### config.mk
export PLATFORM = sky130hd
export DESIGN_NAME = servo_tuning_command_parser_core
export DESIGN_NICKNAME = d
export VERILOG_FILES = /design/src/sv/stcp_pkg.sv /design/src/sv/stcp_decode.sv /design/src/sv/stcp_alu.sv /design/src/sv/servo_tuning_command_parser_core.sv
export SDC_FILE = /design/constraint.sdc
export NUM_CORES = 1
export LEC_CHECK = 0
export BUFFER_PORTS_ARGS = -buffer_cell sky130_fd_sc_hd__clkbuf_2
export CELL_PAD_IN_SITES_DETAIL_PLACEMENT = 0
export CELL_PAD_IN_SITES_GLOBAL_PLACEMENT = 2
export CORE_ASPECT_RATIO = 2
export CORE_MARGIN = 8
export CORE_UTILIZATION = 36
export DETAILED_ROUTE_END_ITERATION = 8
export GPL_TIMING_DRIVEN = 1
export PLACE_DENSITY_LB_ADDON = 0.3
export SYNTH_ARGS = -nofsm -noshare
export SYNTH_HDL_FRONTEND = slang
export SYNTH_SLANG_ARGS = --single-unit
### constraint.sdc
create_clock -name clk -period 6.5 [get_ports clk]
set_clock_uncertainty 0.1 [all_clocks]
set_input_delay 0.325 -clock clk [delete_from_list [all_inputs] [get_ports clk]]
set_output_delay 0.325 -clock clk [all_outputs]
set_load 0.05 [all_outputs]
### src/sv/stcp_pkg.sv
// Shared types, codes and the step table of the servo tuning command parser.
package stcp_pkg;

  localparam int PULSE_W = 12;
  localparam int STEP_W  = 6;

  localparam logic [PULSE_W-1:0] RESET_CEILING = 12'd500;
  localparam logic [PULSE_W-1:0] RESET_PULSE   = 12'd300;
  localparam logic [2:0]         RESET_SLOT    = 3'd2;
  localparam logic [2:0]         SLOT_COUNT    = 3'd5;

  // configuration register indexes
  localparam logic CFG_CEILING = 1'b0;
  localparam logic CFG_CENTER  = 1'b1;

  // response codes
  localparam logic [3:0] RESP_SERVO_SEL = 4'd0;
  localparam logic [3:0] RESP_PAIR_SEL  = 4'd1;
  localparam logic [3:0] RESP_VALUE     = 4'd2;
  localparam logic [3:0] RESP_LIMIT     = 4'd3;
  localparam logic [3:0] RESP_STEP      = 4'd4;
  localparam logic [3:0] RESP_STATUS    = 4'd5;
  localparam logic [3:0] RESP_CENTERED  = 4'd6;
  localparam logic [3:0] RESP_SWEEP     = 4'd7;
  localparam logic [3:0] RESP_REFUSED   = 4'd8;
  localparam logic [3:0] RESP_SELECTION = 4'd9;
  localparam logic [3:0] RESP_HELP      = 4'd10;
  localparam logic [3:0] RESP_INVALID   = 4'd11;

  // command characters
  localparam logic [7:0] CH_ZERO   = 8'h30;
  localparam logic [7:0] CH_THREE  = 8'h33;
  localparam logic [7:0] CH_SEVEN  = 8'h37;
  localparam logic [7:0] CH_PLUS   = 8'h2B;
  localparam logic [7:0] CH_MINUS  = 8'h2D;
  localparam logic [7:0] CH_LOW_A  = 8'h61;
  localparam logic [7:0] CH_LOW_C  = 8'h63;
  localparam logic [7:0] CH_LOW_F  = 8'h66;
  localparam logic [7:0] CH_LOW_H  = 8'h68;
  localparam logic [7:0] CH_LOW_N  = 8'h6E;
  localparam logic [7:0] CH_LOW_P  = 8'h70;
  localparam logic [7:0] CH_LOW_S  = 8'h73;
  localparam logic [7:0] CASE_BIT  = 8'h20;

  // decoded command
  typedef struct packed {
    logic       emit;        // produces at least one result word
    logic       calc;        // needs the step unit before results go out
    logic       pair;        // step both servos of the pair
    logic       up;          // direction for the first servo
    logic       set_center;  // write center_pulse at each emitted channel
    logic       no_servo;    // channel and value read as zero
    logic       set_servo;
    logic       set_pair;
    logic       step_adv;
    logic       prefix_set;
    logic [1:0] finger;
    logic [3:0] resp;
    logic [2:0] base;
    logic [2:0] last_idx;
  } dec_t;

  typedef struct packed {
    logic               ok;
    logic [PULSE_W-1:0] value;
  } alu_res_t;

  function automatic logic [STEP_W-1:0] step_of(input logic [2:0] slot);
    logic [STEP_W-1:0] s;
    case (slot)
      3'd0:    s = 6'd1;
      3'd1:    s = 6'd5;
      3'd2:    s = 6'd10;
      3'd3:    s = 6'd20;
      3'd4:    s = 6'd50;
      default: s = 6'd1;
    endcase
    return s;
  endfunction

endpackage

### src/sv/stcp_decode.sv
// Command byte decoder: turns one received byte and the selection state into a command.
module stcp_decode #(
  parameter int NUM_SERVOS = 8
) (
  input  logic [7:0]   rx_byte,
  input  logic         prefix_pending,
  input  logic         single_select,
  input  logic [2:0]   current_servo,
  input  logic [1:0]   current_finger,
  output stcp_pkg::dec_t dec
);
  import stcp_pkg::*;

  localparam logic [3:0] NS      = 4'(NUM_SERVOS);
  localparam logic [2:0] LAST_CH = 3'(NUM_SERVOS - 1);

  logic [7:0] lc;
  logic       is_digit;
  logic       is_pair_digit;
  logic [2:0] pair_base;
  logic [2:0] sel_base;

  assign lc            = rx_byte | CASE_BIT;
  assign is_digit      = (rx_byte >= CH_ZERO) && (rx_byte <= CH_SEVEN) &&
                         ({1'b0, rx_byte[2:0]} < NS);
  assign is_pair_digit = (rx_byte >= CH_ZERO) && (rx_byte <= CH_THREE) &&
                         ({1'b0, rx_byte[1:0], 1'b1} < NS);
  assign pair_base     = {current_finger, 1'b0};
  assign sel_base      = single_select ? current_servo : pair_base;

  always_comb begin
    dec          = '0;
    dec.emit     = 1'b1;
    dec.resp     = RESP_INVALID;
    dec.no_servo = 1'b1;
    if (prefix_pending) begin
      if (is_pair_digit) begin
        dec.set_pair = 1'b1;
        dec.finger   = rx_byte[1:0];
        dec.resp     = RESP_PAIR_SEL;
        dec.no_servo = 1'b0;
        dec.base     = {rx_byte[1:0], 1'b0};
        dec.last_idx = 3'd1;
      end
    end else if (is_digit) begin
      dec.set_servo = 1'b1;
      dec.resp      = RESP_SERVO_SEL;
      dec.no_servo  = 1'b0;
      dec.base      = rx_byte[2:0];
    end else if (lc == CH_LOW_F) begin
      dec.emit       = 1'b0;
      dec.prefix_set = 1'b1;
    end else if (rx_byte == CH_PLUS || rx_byte == CH_MINUS) begin
      dec.calc     = 1'b1;
      dec.pair     = !single_select;
      dec.up       = (rx_byte == CH_PLUS);
      dec.resp     = RESP_VALUE;
      dec.no_servo = 1'b0;
      dec.base     = sel_base;
      dec.last_idx = {2'b00, !single_select};
    end else if (lc == CH_LOW_S) begin
      dec.resp     = RESP_STATUS;
      dec.no_servo = 1'b0;
      dec.last_idx = LAST_CH;
    end else if (lc == CH_LOW_C) begin
      dec.resp       = RESP_CENTERED;
      dec.no_servo   = 1'b0;
      dec.set_center = 1'b1;
      dec.last_idx   = LAST_CH;
    end else if (lc == CH_LOW_N) begin
      dec.step_adv = 1'b1;
      dec.resp     = RESP_STEP;
    end else if (lc == CH_LOW_A) begin
      if (!single_select) begin
        dec.resp       = RESP_SWEEP;
        dec.no_servo   = 1'b0;
        dec.set_center = 1'b1;
        dec.base       = pair_base;
        dec.last_idx   = 3'd1;
      end else begin
        dec.resp = RESP_REFUSED;
      end
    end else if (lc == CH_LOW_P) begin
      dec.resp     = RESP_SELECTION;
      dec.no_servo = 1'b0;
      dec.base     = sel_base;
      dec.last_idx = {2'b00, !single_select};
    end else if (lc == CH_LOW_H) begin
      dec.resp = RESP_HELP;
    end
  end

endmodule

### src/sv/stcp_alu.sv
// Shared step unit: one add or subtract with its limit compare.
module stcp_alu (
  input  logic [11:0]         value,
  input  logic [5:0]          step,
  input  logic [11:0]         ceiling,
  input  logic                up,
  output stcp_pkg::alu_res_t  res
);
  import stcp_pkg::*;

  logic [12:0] sum;
  logic [12:0] step_ext;

  assign step_ext = {7'b0, step};
  assign sum      = up ? ({1'b0, value} + step_ext) : ({1'b0, value} - step_ext);

  // up: fits under the ceiling; down: no borrow out of the subtract
  assign res.ok    = up ? (sum <= {1'b0, ceiling}) : !sum[12];
  assign res.value = sum[11:0];

endmodule

### src/sv/servo_tuning_command_parser_core.sv
// Top level of the servo tuning command parser: sequencer, pulse bank and output register.
//
// Use: command bytes enter on the s_axis channel, one ASCII character per word.
// Each byte yields zero to NUM_SERVOS result words on m_axis; tlast marks the
// final word caused by that byte, tuser carries the response code.
// Registers pulse_ceiling (index 0) and center_pulse (index 1) are written on
// the cfg channel, which is always ready; write them only while no byte is
// in progress.
// Timing: a byte is taken, then the step unit steps each servo of the command in
// turn (none, one or two), then one result word is loaded per cycle while m_axis
// is not stalled. The single add/compare unit and the one write port of the pulse
// bank make the servos step one after another. s_axis_tready is high only between
// bytes; a byte may be taken while the last result word still waits.
// Reset: synchronous, active high; all pulses return to 300, ceiling to 500,
// servo 0 selected in single mode, step size 10, no prefix, output empty.
// Stall: when m_axis_tready is low the output word holds and the sequencer
// waits before producing the next one.
module servo_tuning_command_parser_core #(
  parameter int NUM_SERVOS = 8
) (
  input  logic        clk,
  input  logic        rst,
  input  logic        s_axis_tvalid,
  output logic        s_axis_tready,
  input  logic [7:0]  s_axis_tdata,   // [7:0] rx_byte
  output logic        m_axis_tvalid,
  input  logic        m_axis_tready,
  output logic [23:0] m_axis_tdata,   // [2:0] channel, [14:3] pulse_value,
                                      // [16:15] finger, [22:17] step_amount,
                                      // [23] write_servo
  output logic [3:0]  m_axis_tuser,   // [3:0] response
  output logic        m_axis_tlast,
  input  logic        cfg_valid,
  output logic        cfg_ready,
  input  logic        cfg_index,
  input  logic [11:0] cfg_data
);
  import stcp_pkg::*;

  localparam int IDX_W = (NUM_SERVOS > 1) ? $clog2(NUM_SERVOS) : 1;

  localparam logic [1:0] ST_IDLE  = 2'd0;
  localparam logic [1:0] ST_CALC0 = 2'd1;
  localparam logic [1:0] ST_CALC1 = 2'd2;
  localparam logic [1:0] ST_EMIT  = 2'd3;

  logic [1:0]         state;
  logic [PULSE_W-1:0] store [NUM_SERVOS];
  logic [PULSE_W-1:0] pulse_ceiling;
  logic [PULSE_W-1:0] center_pulse;
  logic [2:0]         current_servo;
  logic [1:0]         current_finger;
  logic               single_select;
  logic [2:0]         step_slot;
  logic               prefix_pending;

  // command held while it runs
  logic [3:0]         op_resp;
  logic [2:0]         op_base;
  logic [2:0]         op_last;
  logic               op_pair;
  logic               op_up;
  logic               op_center;
  logic               op_none;
  logic [2:0]         idx;
  logic               w0;
  logic               w1;

  dec_t               dec;
  alu_res_t           alu_res;
  logic [2:0]         rd_ch;
  logic [PULSE_W-1:0] rd_val;
  logic [STEP_W-1:0]  step_cur;
  logic               out_free;
  logic               out_load;
  logic               in_take;
  logic               item_wr;
  logic [2:0]         emit_ch;
  logic [2:0]         slot_next;

  stcp_decode #(.NUM_SERVOS(NUM_SERVOS)) u_decode (
    .rx_byte        (s_axis_tdata),
    .prefix_pending (prefix_pending),
    .single_select  (single_select),
    .current_servo  (current_servo),
    .current_finger (current_finger),
    .dec            (dec)
  );

  assign step_cur = step_of(step_slot);
  assign emit_ch  = op_base + idx;
  always_comb begin
    case (state)
      ST_CALC1: rd_ch = op_base + 3'd1;
      ST_EMIT:  rd_ch = emit_ch;
      default:  rd_ch = op_base;
    endcase
  end
  assign rd_val = store[rd_ch[IDX_W-1:0]];

  stcp_alu u_alu (
    .value   (rd_val),
    .step    (step_cur),
    .ceiling (pulse_ceiling),
    .up      ((state == ST_CALC1) ? !op_up : op_up),
    .res     (alu_res)
  );

  assign s_axis_tready = (state == ST_IDLE);
  assign in_take       = s_axis_tvalid && s_axis_tready;
  assign out_free      = !m_axis_tvalid || m_axis_tready;
  assign out_load      = (state == ST_EMIT) && out_free;
  assign cfg_ready     = 1'b1;
  assign slot_next     = (step_slot + 3'd1 >= SLOT_COUNT) ? 3'd0 : step_slot + 3'd1;

  always_comb begin
    case (op_resp)
      RESP_CENTERED, RESP_SWEEP: item_wr = 1'b1;
      RESP_VALUE:                item_wr = (idx == 3'd0) ? w0 : w1;
      default:                   item_wr = 1'b0;
    endcase
  end

  always_ff @(posedge clk) begin
    if (rst) begin
      state          <= ST_IDLE;
      pulse_ceiling  <= RESET_CEILING;
      center_pulse   <= RESET_PULSE;
      current_servo  <= 3'd0;
      current_finger <= 2'd0;
      single_select  <= 1'b1;
      step_slot      <= RESET_SLOT;
      prefix_pending <= 1'b0;
      m_axis_tvalid  <= 1'b0;
      for (int i = 0; i < NUM_SERVOS; i++) begin
        store[i] <= RESET_PULSE;
      end
    end else begin
      if (cfg_valid && cfg_ready) begin
        if (cfg_index == CFG_CEILING) begin
          pulse_ceiling <= cfg_data;
        end else begin
          center_pulse <= cfg_data;
        end
      end
      // load a new word, or drop the one the receiver took
      if (out_load) begin
        m_axis_tvalid <= 1'b1;
      end else if (m_axis_tready) begin
        m_axis_tvalid <= 1'b0;
      end
      case (state)
        ST_IDLE: begin
          if (in_take) begin
            prefix_pending <= dec.prefix_set;
            if (dec.set_servo) begin
              current_servo <= dec.base;
              single_select <= 1'b1;
            end
            if (dec.set_pair) begin
              current_finger <= dec.finger;
              single_select  <= 1'b0;
            end
            if (dec.step_adv) begin
              step_slot <= slot_next;
            end
            op_resp   <= dec.resp;
            op_base   <= dec.base;
            op_last   <= dec.last_idx;
            op_pair   <= dec.pair;
            op_up     <= dec.up;
            op_center <= dec.set_center;
            op_none   <= dec.no_servo;
            idx       <= 3'd0;
            w0        <= 1'b0;
            w1        <= 1'b0;
            if (dec.calc) begin
              state <= ST_CALC0;
            end else if (dec.emit) begin
              state <= ST_EMIT;
            end
          end
        end
        ST_CALC0: begin
          w0 <= alu_res.ok;
          if (alu_res.ok) begin
            store[rd_ch[IDX_W-1:0]] <= alu_res.value;
          end
          state <= op_pair ? ST_CALC1 : ST_EMIT;
        end
        ST_CALC1: begin
          w1 <= alu_res.ok;
          if (alu_res.ok) begin
            store[rd_ch[IDX_W-1:0]] <= alu_res.value;
          end
          // neither servo moved: report the limit once
          if (!w0 && !alu_res.ok) begin
            op_resp <= RESP_LIMIT;
            op_last <= 3'd0;
          end
          state <= ST_EMIT;
        end
        default: begin
          if (out_free) begin
            m_axis_tuser  <= op_resp;
            m_axis_tlast  <= (idx == op_last);
            m_axis_tdata  <= {item_wr, step_cur, current_finger,
                              op_none ? 12'd0 : (op_center ? center_pulse : rd_val),
                              op_none ? 3'd0 : emit_ch};
            if (op_center) begin
              store[rd_ch[IDX_W-1:0]] <= center_pulse;
            end
            idx <= idx + 3'd1;
            if (idx == op_last) begin
              state <= ST_IDLE;
            end
          end
        end
      endcase
    end
  end

endmodule

==> summary.txt <==
Synth
  – Top-area cell type share of the netlist area: between 40% and 50%
  – Post-synth ARST share: 0%
  – Count leader, synth: edfxtp_1
  – Top post-synthesis cells by area: edfxtp_1 42%, dfxtp_1 7.2%, nor2_1 5.1%, ha_1 4.8%, nand2_1 4.1%
  – Synthesized Nets: around 1,100
  – Synth Cell Area: about 10,000 sq um
  – Syn_area_per_cell: 10.0 sq um
  – Synth Instances: slightly above 1,000
  – EDFF count, synth: ~140
  – Commonest cells post-synth: 143 x edfxtp_1, 139 x nor2_1, 111 x nand2_1
  – Flops & latches, synth: 180
  – Unique cell type count in the Yosys netlist: between 70 and 80
  – Yosys warnings: 0
  – Sequential fraction of the synthesis area: a little under 50%
  – Primary FF master, synth: edfxtp_1
  – Post-synth top area cell: edfxtp_1

GRT
  – Grt met2 use: 38.4%
  – GR Overflow Total: 0
  – Routing usage on met3: between 2 and 3%
  – Met1 global-route usage: about a fifth
  – Initial antenna violation count: 0
  – GRT Util Overall: between 20% and 30%
  – Top Usage Layer GRT: met2
  – Vias in the first global route: 8,861
  – Largest net degree at the start of global routing: 53
  – First-pass GRT wire length: ~53 mm

Detailed routing
  – Routed vias/inst: about 5.4
  – Initial DRC Count: between 500 and 600
  – TritonRoute pass-1 iters: 5
  – DRC Markers: 0
  – WL/cell: 22.6 microns
  – Routed wire length: around 36 mm
  – DR vias: 8,493
  – Routed Antenna Nets: 0

STA
  – Final WS setup: -0.125 ns
  – Worst-margin pin slew: 1.33 ns
  – Setup violators final: about 130
  – Slew Limit Fails: 0
  – WHS: about 0.027 ns
  – Slew HR: approximately a tenth
  – Final Hold Fails: 0
  – Final Cycle Share: 102%
  – Fmax: between 0.15 and 0.2 GHz
  – TNS Setup: -6.01 ns
  – RSZ-0062 raised after global routing: true
  – Tmin final: ~6.6 ns

Power and ir drop
  – Pint: about 4.0 mW
  – VDD IR max: around 380 uV
  – Clock share of power: around 14%
  – PD cells: 580 nW/um^2
  – Net switching power: 3.67 mW
  – Combinational share of power: between 60% and 70%
  – Total power: 7.68 mW
  – Net Sw Frac: 47.8%
  – Sequential Power Share: 18.8%
  – Leakage power figure: around 5.4 nW

Clock tree
  – H-tree Lvls: 4
  – Max clock buf depth: 2
  – Sink Count: 180
  – Clock root buffer: clkbuf_16
  – CTS tree: built
  – CTS Buf Count: 17
  – Clk Latency, worst-skew pair: around 0.45 ns
  – CTS clock-pin slew for the worst setup and hold paths: approximately 0.07 ns

Critical path
  – Crit end category: flop
  – Slowest-stage cell, CP: fa_2
  – Max FO, Critical Path: 7
  – Worst r2r src: op_base[0]$_DFFE_PP_
  – Launch point of the worst path: op_base[0]$_DFFE_PP_
  – R2R depth: 31
  – Crit Path Category: flop to flop
  – Setup slack, reg-to-reg: -0.12 ns
  – WP data required: about 6.6 ns
  – Max incr delay on CP: 0.47 ns
  – Worst R2R End: store[3][2]$_SDFFCE_PN1P_
  – Startpoint Class: flop
  – Critical Path AT: between 6 and 7 ns
  – Crit path capture: store[3][2]$_SDFFCE_PN1P_

Die
  – Initial Util: between 30% and 40%
  – DIE AREA: around 34,000 sq um
  – Core Area: 28,100 sq um
  – Die W: 135 microns
  – IO Pins: 58
  – Chip Height: ~250 microns
  – Std-Cell Rows: 87

Placement
  – Hpwl dp: 27.6 mm
  – Dpl cells: roughly 1,500
  – PortBufs: 56
  – GPL Wtd Cong: just under 1
  – DP Worst Slack: -0.362 ns

Layout
  – Register area: 5030 sq um
  – # nets final: 1,280
  – Share of layout cells above drive strength 1: approximately 30%
  – Fill count: about 2,700
  – Ant. Diodes: 0
  – Area Overhead vs Synth: 29.3%
  – Multi-input logic area: roughly 5400 sq um
  – Non-filler cells, final: between 1,500 and 2,000

Worst hold path
  – HP Class: primary input to flop

Flow run
  – Max-cap violations: 0

Outcome
  – Status: complete, but fails checks
  – Failing checks: negative setup slack
## cells by family (layout without fill, tap and decap cells)
logic type      after synthesis  after routing  synth area share (%)
other cells                   1              1                0.0366
fa+ha+maj                    42             42                  5.26
mux                          41             41                  4.19
buf+inv                     104            296                  4.66
compound gates              201            201                  14.0
xor+xnor                     23             23                  2.19
simple gates                431            442                  20.5
flops                       180            180                  49.2
## cells in the final DEF (no fill, tap or decap), drive strengths merged, types with 39 or more instances in the layout
cell type	count
inv	45
nand2b	81
nand2	111
buf	156
edfxtp	143
ha	39
clkbuf	78
mux2i	39
nor2	140
a21oi	49
## per-layer routing
| metal | wire length [microns] | vias to the layer above |
|---|---|---|
| li1 | - | 4065 |
| met2 | 19200 | 230 |
| met4 | 3260 | 0 |
| met5 | 0 | - |
| met3 | 1020 | 96 |
| met1 | 12300 | 4102 |
## cell type report
cell class / count / share of cell area [%]
clock buffers: 22 / 3.35
clock inverters: 10 / 0.945
inverters: 44 / 1.25
multi-input cells: 750 / 40.5
flip-flops and latches: 180 / 38.0
well taps: 356 / 3.36
repair buffers: 220 / 12.6
## worst min-delay path by stage
stage,start,cells after the start,endpoint
floorplan,op_resp[1]$_SDFFCE_PN1P_,0,m_axis_tuser[1]$_DFFE_PP_
global placement,op_resp[2]$_SDFFCE_PP0P_,0,m_axis_tuser[2]$_DFFE_PP_
detailed placement,op_resp[3]$_SDFFCE_PN0P_,0,m_axis_tuser[3]$_DFFE_PP_
CTS,cfg_data[8],2,pulse_ceiling[8]$_SDFFE_PP1P_
global route,cfg_data[8],2,pulse_ceiling[8]$_SDFFE_PP1P_
finish,cfg_data[8],2,pulse_ceiling[8]$_SDFFE_PP1P_
## power groups by stage
stage	logic [mW]	registers (mW)	clock network (mW)
floorplan	2.20	1.46	0
global placement	4.48	1.46	0
detailed placement	4.46	1.47	0
CTS	4.81	1.44	1.05
global route	5.50	1.45	1.09
finish	5.20	1.44	1.04
## critical path, delay by kind of cell, from the launching register on
kind                     cells  cell delay (ns)
AO/OA/AOI/OAI               13             3.07
XOR/XNOR                     1             0.18
adder cells (fa/ha/maj)      4             1.20
buffers and inverters        6             0.75
flip-flops                   1             0.39
AND/OR/NAND/NOR              7             0.68
## per-stage QoR
step	utilization [%]	instance area [sq um]
final	47.1	13200
after floorplan	-	10400
after global routing	47.1	13200
after global placement	42.0	11800
after CTS	45.4	12800
after detailed placement	42.0	11800
## what timing repair did
action | CTS | global route
gates resized for setup | 28 | 87
hold buffers | 8 | 0
setup buffers | 17 | 13
setup endpoints to repair | 192 | 198
pin swaps | 12 | 28
endpoints found under the hold margin | 12 | 0
gates cloned | 5 | 6
## state kept, by name, summed over array words and instances (netlist names)
register        flops
center_pulse       12
current_finger      2
current_servo       3
idx                 3
m_axis_tdata       24
m_axis_tlast        1
m_axis_tuser        4
m_axis_tvalid       1
op_base             3
op_center           1
op_last             2
op_none             1
op_pair             1
op_resp             4
op_up               1
prefix_pending      1
pulse_ceiling      12
single_select       1
state               2
step_slot           3
store              96
w0                  1
w1                  1
Power figures use the tool's default switching activity.
